--- config.mk ---
export PLATFORM = sky130hd
export DESIGN_NAME = ranked_array_table
export DESIGN_NICKNAME = d
export VERILOG_FILES = /design/src/rtl/core/rat_pkg.sv /design/src/rtl/core/ranked_array_table.sv /design/src/rtl/core/rat_mem.sv
export VERILOG_INCLUDE_DIRS = /design/src /design/src/rtl/core
export SDC_FILE = /design/constraint.sdc
export NUM_CORES = 2
export LEC_CHECK = 0
export ABC_AREA = 1
export BUFFER_PORTS_ARGS = -buffer_cell sky130_fd_sc_hd__buf_2
export CAP_MARGIN = 25
export CELL_PAD_IN_SITES_DETAIL_PLACEMENT = 0
export CELL_PAD_IN_SITES_GLOBAL_PLACEMENT = 1
export CORE_ASPECT_RATIO = 1.5
export CORE_MARGIN = 2
export CORE_UTILIZATION = 48
export CTS_BUF_LIST = sky130_fd_sc_hd__clkbuf_8
export CTS_CLUSTER_SIZE = 40
export DETAILED_ROUTE_END_ITERATION = 7
export PLACE_DENSITY_LB_ADDON = 0.1
export RECOVER_POWER = 25
export SETUP_SLACK_MARGIN = 0.15
export SLEW_MARGIN = 40
export SYNTH_ARGS = -nofsm -noshare
export SYNTH_HDL_FRONTEND = slang
export SYNTH_HIERARCHICAL = 1
export SYNTH_SLANG_ARGS = --single-unit
--- constraint.sdc ---
create_clock -name clk_i -period 10.7 [get_ports clk_i]
set_clock_uncertainty 0.15 [all_clocks]
set_input_delay 1.07 -clock clk_i [delete_from_list [all_inputs] [get_ports clk_i]]
set_output_delay 1.07 -clock clk_i [all_outputs]
set_load 0.005 [all_outputs]
--- src/rtl/core/ranked_array_table_defines.svh ---
// ----------------------------------------------------------------------------
// ranked_array_table_defines
// Assertion macros used by the ranked array table RTL.
// ----------------------------------------------------------------------------
`ifndef RANKED_ARRAY_TABLE_DEFINES_SVH
`define RANKED_ARRAY_TABLE_DEFINES_SVH
`ifndef SYNTHESIS
// Check an implication on every clock edge outside reset.
`define RAT_ASSERT(lbl, clk, rst_n, prop, msg) \
  lbl: assert property (@(posedge clk) disable iff (!rst_n) prop) else $error(msg);
// Check that a condition never holds outside reset.
`define RAT_ASSERT_NEVER(lbl, clk, rst_n, cond, msg) \
  lbl: assert property (@(posedge clk) disable iff (!rst_n) !(cond)) else $error(msg);
`else
`define RAT_ASSERT(lbl, clk, rst_n, prop, msg)
`define RAT_ASSERT_NEVER(lbl, clk, rst_n, cond, msg)
`endif
`endif

--- src/rtl/core/rat_pkg.sv ---
// ----------------------------------------------------------------------------
// rat_pkg
// Types and constants of the ranked array table.
// ----------------------------------------------------------------------------
package rat_pkg;

  localparam int unsigned DepthDef = 64;
  localparam int unsigned WidthDef = 32;

  typedef enum logic [2:0] {
    KIND_FIND   = 3'd0,
    KIND_SEARCH = 3'd1,
    KIND_INSERT = 3'd2,
    KIND_REMOVE = 3'd3,
    KIND_READ   = 3'd4,
    KIND_WRITE  = 3'd5,
    KIND_UNIQ   = 3'd6
  } kind_e;

  localparam logic [1:0] StOk   = 2'd0;
  localparam logic [1:0] StFull = 2'd1;
  localparam logic [1:0] StBad  = 2'd2;

  typedef enum logic [2:0] {
    S_IDLE,
    S_RD,
    S_USE,
    S_WR,
    S_OUT
  } state_e;

  typedef enum logic [1:0] {
    PH_FIRST,
    PH_LAST,
    PH_SCAN
  } phase_e;

endpackage

--- src/rtl/core/ranked_array_table.sv ---
// ----------------------------------------------------------------------------
// ranked_array_table
// Ranked table of signed words with find, search, insert, remove, uniquify, read and write.
// ----------------------------------------------------------------------------
// Usage:
//   Input channel (in_valid_i / in_stall_o) takes one command transaction:
//   kind, value, first_rank, last_rank. Output channel (out_valid_o /
//   out_stall_i) returns exactly one result transaction per command.
//   All words live in a single-port-read, single-port-write memory; a small
//   sequencer walks it, issuing each memory read and then using its data.
//   Find and search scan rank by rank (search first checks the two end
//   words); insert and remove walk each moved word; uniquify walks every
//   stored word. The longest command is a search over the whole table with
//   no match. One command is in flight at a time: in_stall_o is high from
//   acceptance until the result is taken.
//   When the receiver stalls, the result holds steady in its output register
//   and no new command is taken.
//   Reset clears the element count; stored words need no clearing because
//   only ranks below the count are ever read.
// ----------------------------------------------------------------------------
`include "ranked_array_table_defines.svh"

module ranked_array_table
  import rat_pkg::*;
#(
  parameter int unsigned DEPTH = DepthDef,
  parameter int unsigned WIDTH = WidthDef
) (
  input  logic               clk_i,
  input  logic               rst_ni,
  input  logic               in_valid_i,
  output logic               in_stall_o,
  input  logic [2:0]         kind_i,
  input  logic signed [31:0] value_i,
  input  logic [6:0]         first_rank_i,
  input  logic [6:0]         last_rank_i,
  output logic               out_valid_o,
  input  logic               out_stall_i,
  output logic               found_o,
  output logic [5:0]         rank_o,
  output logic signed [31:0] read_value_o,
  output logic [6:0]         count_o,
  output logic [1:0]         status_o
);

  localparam int unsigned AW = $clog2(DEPTH);
  localparam int unsigned CW = $clog2(DEPTH + 1);
  localparam int unsigned RW = (CW > 7) ? CW : 7;

  state_e state_q, state_d;
  kind_e  kind_q, kind_d;
  phase_e phase_q, phase_d;

  logic [CW-1:0]    count_q, count_d;
  logic [CW-1:0]    lo_q, lo_d, hi_q, hi_d;
  logic [CW-1:0]    ptr_q, ptr_d, wptr_q, wptr_d;
  logic [CW-1:0]    rank_q, rank_d;
  logic             found_q, found_d;
  logic [1:0]       status_q, status_d;
  logic [WIDTH-1:0] val_q, val_d, last_q, last_d;
  logic [31:0]      rdv_q, rdv_d;

  // memory port
  logic             mem_we, mem_re;
  logic [AW-1:0]    mem_waddr;
  logic [WIDTH-1:0] mem_wdata, mem_rdata;

  // sequencer decisions
  logic dec_done, dec_wr, use_done, use_wr;

  // input decode
  logic [RW-1:0]       lo_in, hi_in, cnt_w;
  logic                range_ok;
  logic [WIDTH+31:0]   val_ext, rd_ext;
  logic [CW-1:0]       ptr_inc, wptr_inc;
  logic [RW-1:0]       rank_w, count_w;

  assign lo_in    = RW'(first_rank_i);
  assign hi_in    = RW'(last_rank_i);
  assign cnt_w    = RW'(count_q);
  assign range_ok = (lo_in <= hi_in) && (hi_in <= cnt_w);
  // stored words are the sign-extended command value cut to WIDTH bits
  assign val_ext  = {{WIDTH{value_i[31]}}, value_i};
  assign rd_ext   = {{32{mem_rdata[WIDTH-1]}}, mem_rdata};
  assign ptr_inc  = ptr_q + 1'b1;
  assign wptr_inc = wptr_q + 1'b1;

  rat_mem #(
    .DEPTH(DEPTH),
    .WIDTH(WIDTH),
    .AW   (AW)
  ) u_mem (
    .clk_i  (clk_i),
    .we_i   (mem_we),
    .waddr_i(mem_waddr),
    .wdata_i(mem_wdata),
    .re_i   (mem_re),
    .raddr_i(ptr_q[AW-1:0]),
    .rdata_o(mem_rdata)
  );

  assign mem_re = (state_q == S_RD);

  // next state
  always_comb begin
    state_d = state_q;
    case (state_q)
      S_IDLE: begin
        if (in_valid_i) begin
          if (dec_done) begin
            state_d = S_OUT;
          end else if (dec_wr) begin
            state_d = S_WR;
          end else begin
            state_d = S_RD;
          end
        end
      end
      S_RD:  state_d = S_USE;
      S_USE: begin
        if (use_done) begin
          state_d = S_OUT;
        end else if (use_wr) begin
          state_d = S_WR;
        end else begin
          state_d = S_RD;
        end
      end
      S_WR:  state_d = S_OUT;
      S_OUT: begin
        if (!out_stall_i) begin
          state_d = S_IDLE;
        end
      end
      default: state_d = S_IDLE;
    endcase
  end

  // datapath and memory control
  always_comb begin
    kind_d    = kind_q;
    phase_d   = phase_q;
    count_d   = count_q;
    lo_d      = lo_q;
    hi_d      = hi_q;
    ptr_d     = ptr_q;
    wptr_d    = wptr_q;
    rank_d    = rank_q;
    found_d   = found_q;
    status_d  = status_q;
    val_d     = val_q;
    last_d    = last_q;
    rdv_d     = rdv_q;
    mem_we    = 1'b0;
    mem_waddr = ptr_inc[AW-1:0];
    mem_wdata = mem_rdata;
    dec_done  = 1'b0;
    dec_wr    = 1'b0;
    use_done  = 1'b0;
    use_wr    = 1'b0;
    case (state_q)
      S_IDLE: begin
        if (in_valid_i) begin
          kind_d   = kind_e'(kind_i);
          val_d    = val_ext[WIDTH-1:0];
          lo_d     = CW'(lo_in);
          hi_d     = CW'(hi_in);
          found_d  = 1'b0;
          rank_d   = '0;
          rdv_d    = '0;
          status_d = StOk;
          case (kind_e'(kind_i))
            KIND_FIND, KIND_SEARCH: begin
              if (!range_ok) begin
                status_d = StBad;
                dec_done = 1'b1;
              end else if (lo_in == hi_in) begin
                dec_done = 1'b1;
              end else begin
                ptr_d   = CW'(lo_in);
                phase_d = (kind_e'(kind_i) == KIND_SEARCH) ? PH_FIRST : PH_SCAN;
              end
            end
            KIND_INSERT: begin
              if (lo_in > cnt_w) begin
                status_d = StBad;
                dec_done = 1'b1;
              end else if (count_q == CW'(DEPTH)) begin
                status_d = StFull;
                dec_done = 1'b1;
              end else if (lo_in == cnt_w) begin
                dec_wr = 1'b1;
              end else begin
                ptr_d = count_q - 1'b1;
              end
            end
            KIND_REMOVE: begin
              if (!range_ok) begin
                status_d = StBad;
                dec_done = 1'b1;
              end else if (hi_in == cnt_w) begin
                count_d  = count_q - (CW'(hi_in) - CW'(lo_in));
                dec_done = 1'b1;
              end else begin
                ptr_d  = CW'(hi_in);
                wptr_d = CW'(lo_in);
              end
            end
            KIND_READ: begin
              if (lo_in >= cnt_w) begin
                status_d = StBad;
                dec_done = 1'b1;
              end else begin
                ptr_d = CW'(lo_in);
              end
            end
            KIND_WRITE: begin
              if (lo_in >= cnt_w) begin
                status_d = StBad;
                dec_done = 1'b1;
              end else begin
                dec_wr = 1'b1;
              end
            end
            KIND_UNIQ: begin
              if (count_q == '0) begin
                dec_done = 1'b1;
              end else begin
                ptr_d   = '0;
                phase_d = PH_FIRST;
              end
            end
            default: begin
              status_d = StBad;
              dec_done = 1'b1;
            end
          endcase
        end
      end
      S_USE: begin
        case (kind_q)
          KIND_FIND, KIND_SEARCH: begin
            case (phase_q)
              PH_FIRST: begin
                // reject early when the value sits below the first word
                if ($signed(val_q) < $signed(mem_rdata)) begin
                  use_done = 1'b1;
                end else begin
                  ptr_d   = hi_q - 1'b1;
                  phase_d = PH_LAST;
                end
              end
              PH_LAST: begin
                if ($signed(mem_rdata) < $signed(val_q)) begin
                  use_done = 1'b1;
                end else begin
                  ptr_d   = lo_q;
                  phase_d = PH_SCAN;
                end
              end
              default: begin
                if (mem_rdata == val_q) begin
                  found_d  = 1'b1;
                  rank_d   = ptr_q;
                  use_done = 1'b1;
                end else begin
                  ptr_d    = ptr_inc;
                  use_done = (ptr_inc == hi_q);
                end
              end
            endcase
          end
          KIND_INSERT: begin
            // move the word up one rank, walking down from the top
            mem_we = 1'b1;
            if (ptr_q == lo_q) begin
              use_wr = 1'b1;
            end else begin
              ptr_d = ptr_q - 1'b1;
            end
          end
          KIND_REMOVE: begin
            mem_we    = 1'b1;
            mem_waddr = wptr_q[AW-1:0];
            ptr_d     = ptr_inc;
            wptr_d    = wptr_inc;
            if (ptr_inc == count_q) begin
              count_d  = count_q - (hi_q - lo_q);
              use_done = 1'b1;
            end
          end
          KIND_READ: begin
            rdv_d    = rd_ext[31:0];
            use_done = 1'b1;
          end
          KIND_UNIQ: begin
            if (phase_q == PH_FIRST) begin
              last_d  = mem_rdata;
              wptr_d  = '0;
              phase_d = PH_SCAN;
              if (count_q == CW'(1)) begin
                use_done = 1'b1;
              end else begin
                ptr_d = ptr_inc;
              end
            end else begin
              // keep the first word of each run, packing it down
              if (mem_rdata != last_q) begin
                mem_we    = 1'b1;
                mem_waddr = wptr_inc[AW-1:0];
                wptr_d    = wptr_inc;
                last_d    = mem_rdata;
              end
              ptr_d = ptr_inc;
              if (ptr_inc == count_q) begin
                count_d  = ((mem_rdata != last_q) ? wptr_inc : wptr_q) + 1'b1;
                use_done = 1'b1;
              end
            end
          end
          default: use_done = 1'b1;
        endcase
      end
      S_WR: begin
        mem_we    = 1'b1;
        mem_waddr = lo_q[AW-1:0];
        mem_wdata = val_q;
        if (kind_q == KIND_INSERT) begin
          count_d = count_q + 1'b1;
        end
      end
      default: ;
    endcase
  end

  always_ff @(posedge clk_i or negedge rst_ni) begin
    if (!rst_ni) begin
      state_q  <= S_IDLE;
      kind_q   <= KIND_FIND;
      phase_q  <= PH_SCAN;
      count_q  <= '0;
      lo_q     <= '0;
      hi_q     <= '0;
      ptr_q    <= '0;
      wptr_q   <= '0;
      found_q  <= 1'b0;
      status_q <= StOk;
    end else begin
      state_q  <= state_d;
      kind_q   <= kind_d;
      phase_q  <= phase_d;
      count_q  <= count_d;
      lo_q     <= lo_d;
      hi_q     <= hi_d;
      ptr_q    <= ptr_d;
      wptr_q   <= wptr_d;
      found_q  <= found_d;
      status_q <= status_d;
    end
  end

  // payload registers, no reset
  always_ff @(posedge clk_i) begin
    val_q  <= val_d;
    last_q <= last_d;
    rdv_q  <= rdv_d;
    rank_q <= rank_d;
  end

  assign rank_w  = RW'(rank_q);
  assign count_w = RW'(count_q);

  assign in_stall_o   = (state_q != S_IDLE);
  assign out_valid_o  = (state_q == S_OUT);
  assign found_o      = found_q;
  assign rank_o       = rank_w[5:0];
  assign read_value_o = rdv_q;
  assign count_o      = count_w[6:0];
  assign status_o     = status_q;

  `RAT_ASSERT_NEVER(a_count_range, clk_i, rst_ni, count_q > CW'(DEPTH), "count above depth")
  `RAT_ASSERT(a_valid_busy, clk_i, rst_ni, out_valid_o |-> in_stall_o, "result while idle")
  `RAT_ASSERT(a_full_flag, clk_i, rst_ni, (out_valid_o && status_o == StFull) |-> (count_q == CW'(DEPTH)), "full flag, room left")
  `RAT_ASSERT(a_found_ok, clk_i, rst_ni, (out_valid_o && found_o) |-> (status_o == StOk), "found with bad status")

endmodule

--- src/rtl/core/rat_mem.sv ---
// ----------------------------------------------------------------------------
// rat_mem
// Element store: one write port, one read port with registered data.
// ----------------------------------------------------------------------------
module rat_mem #(
  parameter int unsigned DEPTH = 64,
  parameter int unsigned WIDTH = 32,
  parameter int unsigned AW    = $clog2(DEPTH)
) (
  input  logic             clk_i,
  input  logic             we_i,
  input  logic [AW-1:0]    waddr_i,
  input  logic [WIDTH-1:0] wdata_i,
  input  logic             re_i,
  input  logic [AW-1:0]    raddr_i,
  output logic [WIDTH-1:0] rdata_o
);

  logic [WIDTH-1:0] mem_q [DEPTH];

  always_ff @(posedge clk_i) begin
    if (we_i) begin
      mem_q[waddr_i] <= wdata_i;
    end
  end

  always_ff @(posedge clk_i) begin
    if (re_i) begin
      rdata_o <= mem_q[raddr_i];
    end
  end

endmodule
Word level (Yosys, flattened, before mapping)
Memory sizes are Yosys's and may differ from the RTL's. A register that Yosys moved wholly into a read port is not among the register bits.
Cells that the tools add are included.

operators by class
  add/subtract/negate cells = 11
  multiply operators = 0
  div/mod/pow operators = 0
  $lt $le $gt $ge = 6
  equal/unequal tests = 61
  shifts and indexed selects = 0
  mux-type cells = 118
  bitwise operators = 0
  reduce and logical (&&, ||, !) cells = 25

operators by type and width
  cell                                                                    number
  7-bit two-way mux                                                       30
  32-bit two-way mux                                                      5
  7-bit one-hot mux with 2 select lines                                   5
  32-bit < comparator                                                     2
  32-bit one-hot mux with 2 select lines                                  1
  7-bit equality test                                                     6
  3-bit != test (second input constant)                                   14
  6-bit two-way mux                                                       6
  6-bit one-hot mux with 2 select lines                                   3
  1-bit two-way mux                                                       35
  7-bit one-hot mux with 5 select lines                                   1
  32-bit equality test                                                    1
  32-bit != test                                                          1
  7-bit by 1-bit adder with 7-bit output (second input constant)          4
  7-bit one-hot mux with 4 select lines                                   1
  7-bit subtractor                                                        4
  2-bit two-way mux                                                       13
  7-bit one-hot mux with 3 select lines                                   1
  7-bit by 1-bit subtractor with 7-bit output (second input constant)     3
  3-bit by 2-bit equality test with 1-bit output (second input constant)  6
  3-bit equality test (second input constant)                             6
  18-bit AND reduction                                                    1
  2-bit != test (second input constant)                                   8
  4-bit != test (second input constant)                                   4
  33 further kinds                                                        60

word-level totals
  flip-flop bits (word level) = 148
  bits in latches = 0
  RAM bits = 2048
  ROM bits = 0
  input port bits = 53
  output and inout bits = 50
  word-level logic and storage cells = 236
  memories kept = 1

memories
  memory       words  bits a word  read ports  clocked after Yosys merged registers in  wr ports  line           text
  u_mem.mem_q  64     32           1           1                                        1         rat_mem.sv:19  logic [WIDTH-1:0] mem_q [DEPTH];

Logic depth before layout (Yosys ltp)
  word-level depth = 11
  depth in mapped cells = 20
  gate-level depth less buffers = 20

By module
The synthesis kept the hierarchy.

by module, submodules not included
  module              times used  cells an instance  area an instance (µm²)  seq. area each (µm²)
  rat_mem             1           6785               83106.0                 62459.9
  ranked_array_table  1           1316               10605.2                 4215.3

Least setup slack after synthesis
No wires, ideal clock.

  path type = flip-flop to flip-flop
  start point = register state_q[2]
  end point = register rdv_q[0], in the netlist read_value_o[0], enable pin
  setup time = 0.511 ns
  arrival time = 4.419 ns
  required time = 10.039 ns
  slack = 5.621 ns
  stages on the path, launching flop included = 6
  path buffers = 2
  clock period less this slack = 5.079 ns
  cell sequence = dfrtp_1 nor2_4 nand2_2 buf_2 buf_1 o41ai_1

between the ends
  longest elaborated chain between the ends = 3
  elaborated cells on any way between the ends = 6
  those cells by class = 3 x eq/ne; 3 x reduce/logical

ends and longest elaborated chain
  item                                                                                        line                       text
  start, declared                                                                             ranked_array_table.sv:50   state_e state_q, state_d;
  start signal, assigned                                                                      ranked_array_table.sv:349  state_q <= state_d;
  3-bit by 2-bit equality test with 1-bit output / 3-bit logical NOT (equally long branches)  ranked_array_table.sv:161  case (state_q)
  2-bit by 1-bit != test with 1-bit output (no source line) (tied with other cells)           --
  3-bit AND reduction (no source line) (*)                                                    --
  end signal, assigned                                                                        ranked_array_table.sv:366  rdv_q <= rdv_d;
  end, declared                                                                               ranked_array_table.sv:61   logic [31:0] rdv_q, rdv_d;

Every way passes the cells marked *; elsewhere a longest branch is shown, timed or not.
A chain may end at the register's enable or synchronous reset.

Worst setup path after layout
  start point = register state_q[2]
  end point = memory u_mem.mem_q[45][26], enable pin

between the ends
  elaborated cells on any way between the ends = 6
  those cells by class = 2 x eq/ne; 4 x mux

RTL lines
  item                                            line                       text
  3-bit by 2-bit equality test with 1-bit output  ranked_array_table.sv:161
  6-bit one-hot mux with 2 select lines (*)       ranked_array_table.sv:161
  net mem_waddr[4]                                ranked_array_table.sv:65   logic [AW-1:0] mem_waddr;
  end, declared                                   rat_mem.sv:19

The timed path passes the listed nets; every way through them passes the cells marked *.

==> impl_metrics.yaml <==
hold_path:
  hold_class: "primary input to register"
worst_setup_path:
  endpoint: "u_mem/mem_q[45][26]$_DFFE_PP_"
  crit_buf_inv: 3
  r2r_setup_slack_ns: 2.95
  path_cells: "nor2_1 > nand2_2 > clkbuf_1 > inv_1 > a221o_1 > nor2_1 > nand3_1 > nor2_4 > buf_8"
  cp_top_family: "buffers and inverters"
  critPathLaunch: "state_q[2]$_DFFE_PN0P_"
  arrival_ns: 8.23
  cp.depth: 9
  crit_path_max_incr_delay_ns: 2.45
  critPathSlowestCell: "clkbuf_1"
  critPathMaxFanout: 61
  cp-start-kind: "register"
  r2r-end: "u_mem/mem_q[45][26]$_DFFE_PP_"
  worstPathRequired_ns: 11.18
  worst_r2r_startpoint: "state_q[2]$_DFFE_PN0P_"
  critPathMostFrequentCell: "nor2_1"
  r2r_cells: 9
  path_class: "register to register"
  cp-end-kind: "register"
detailed_routing:
  drc: 0
  totalWireLength_um: 283000
  first_iter_violations: 6637
  vias_per_cell: 5.67
  drt-wirelength-per-cell_um: 25.4
  vias: 63129
  ant_nets: 0
  first_pass_iters: 6
timing:
  finalCriticalPeriod_ns: 7.75
  fmax_ghz: 0.129
  fin_setup_tns_ns: 0
  setup-violations-final: 0
  rsz0062_at_grt: "false"
  hold_violations: 0
  fin_ws_ns: 2.95
  worstMarginPinSlew_ns: 4.09
  slew_headroom: -1.72
  finalCritPeriodShare: 0.725
  slew_violations: 1272
cells_and_area:
  layout-drive-gt1-share: 0.0962
  multi_input_area_um2: 24600
  nNetsFinal: 8412
  syn_to_final_growth_pct: 11.6
  seq_area_um2: 66700
  fill_cells: 16745
  fin_util: 0.539
grt:
  grt_max_degree: 189
  grt_pass1_wl_um: 409000
  use_met3: 0.0378
  met2_usage: 0.460
  use_met1: 0.374
  grt_remaining_overflow: 0
  grt_pass1_vias: 60977
  top_usage_layer: "met2"
  grt_use_total: 0.281
  antenna_found_initial: 11
logic_synthesis:
  synth-seq-cells: 2228
  yosys-top-cells-count: "nand2_1, edfxtp_1, nand3_1, buf_2, inv_1"
  synth_top_cell_area_share: 0.699
  avgSynthCellArea_um2: 11.6
  ys.flop_type: "edfxtp_1"
  ys_warn_count: 6
  syn_nets: 8241
  synth.area.top_cells: "edfxtp_1, nand3_1, nand2_1, buf_2, dfrtp_1"
  synth_top_area_cell: "edfxtp_1"
  synthCells: 8101
  synth_edf_count: 2182
  ys_async_sr_fraction: 0.0206
  syn_area_um2: 93700
  yosysUniqueCellTypes: 55
  synth-seq-area-share: 0.711
  yosysMostFrequentCell: "nand2_1"
clocking:
  root_buffer: "clkbuf_8"
  ctsResizeCount: 0
  clkSinkCount: 2228
  cts_buffers: 346
  htree_levels: 5
  post-cts-setup-buffers: 0
  clk_pin_slew_ns: 0.07
  hold_buffers: 0
  clock_path_buffers: 4
  clk_latency_ns: 0.95
  tritoncts: "built"
placed_design:
  io_buffers: 102
  dp_slack_ns: 5.24
  hpwl_um: 163000
  place.gp.congestion: 0.997
flow_run:
  maxCapViolCount: 25
floorplan:
  die-area_um2: 199000
  core_um2: 194000
  ios: 103
  fp.dieW_um: 365
  row_count: 198
  die_h_um: 545
  initial_core_util: 0.483
outcome:
  violations: "max-capacitance violations, max-slew violations"
  status: "finished with violations"
power:
  finalPower_mw: 29.1
  powerDensity_nw_per_um2: 279
  ir_drop_mv: 0.246
  power.leakage_nw: 37.9
[worst min-delay path by stage]
stage	slack, ns	to	startpoint	depth (start not counted)
final	0.14	val_q[20]$_DFFE_PP_	value_i[20]	1
after global routing	0.08	val_q[17]$_DFFE_PP_	value_i[17]	1
after CTS	0.02	count_o[0]$_DFFE_PN0P_	rst_ni	2
after detailed placement	0.34	status_o[0]$_DFFE_PN0P_	status_o[0]$_DFFE_PN0P_	2
after global placement	0.33	found_o$_DFFE_PN0P_	found_o$_DFFE_PN0P_	2
after floorplan	0.32	last_q[0]$_DFFE_PP_	u_mem/rdata_o[0]$_DFFE_PP_	0
[metrics by stage]
stage	cells	hold WS (ns)	cell area (um2)
after CTS	11104	0.0181	105000
after floorplan	8101	0.323	93700
after detailed placement	10515	0.335	98500
final	11128	0.139	105000
after global routing	11124	0.0837	105000
after global placement	10445	0.327	97000
[cell usage in the layout, fill, tap and decap left out, drive strengths merged, types with 18 or more instances in the layout]
cell type,n
inv,347
nand3,1971
nor2,198
nand2,2556
buf,246
nand4,25
edfxtp,2182
clkbuf,409
a21oi,50
xor2,18
clkinv,105
dfrtp,45
o21ai,112
ha,75
nor3,30
xnor2,36
[worst reg2reg max path, delay by kind of cell, from the launching register on]
family / cells / cell delay [ns]
AO/OA/AOI/OAI: 1 / 0.86
AND/OR/NAND/NOR: 5 / 1.83
buffers and inverters: 3 / 4.16
flip-flops: 1 / 0.42
[power by group]
part	total, mW	switching, mW	internal (mW)
sequential	11.6	0.400	11.2
combinational	11.0	8.41	2.62
clock	6.51	3.26	3.25
total	29.1	12.1	17.1
[area by class of cell]
cell class,count,area share
inverter,235,0.00890
timing repair buffer,301,0.0290
clock buffer,354,0.0466
sequential,2228,0.638
multi-input combinational,5160,0.235
tap,2600,0.0311
clock inverter,235,0.0113
antenna,15,0.000359
[cells by family (layout without fill, tap and decap cells)]
group | Yosys count | in the layout | synth area share
flip-flops | 2228 | 2228 | 0.711
XOR/XNOR | 54 | 54 | 0.00505
adder cells (fa/ha/maj) | 87 | 87 | 0.0126
buffers and inverters | 713 | 1125 | 0.0351
AND/OR/NAND/NOR | 4784 | 4784 | 0.221
AO/OA/AOI/OAI | 235 | 235 | 0.0148
other | 0 | 15 | 0
[state kept, by name (all words and copies together), names as in the netlist]
register       count
hi_q               7
ptr_q              7
u_mem/mem_q     2048
phase_q            2
count_o            7
u_mem/rdata_o     32
state_q            3
kind_q             3
wptr_q             7
val_q             32
status_o           2
read_value_o      32
lo_q               7
found_o            1
last_q            32
rank_q             6
[routing by layer]
layer	wire [um]	vias up
li1	-	28912
met1	114000	31224
met2	137000	2446
met3	18300	547
met4	13300	0
met5	0	-
Note: power is estimated with default switching activity, not from simulation.
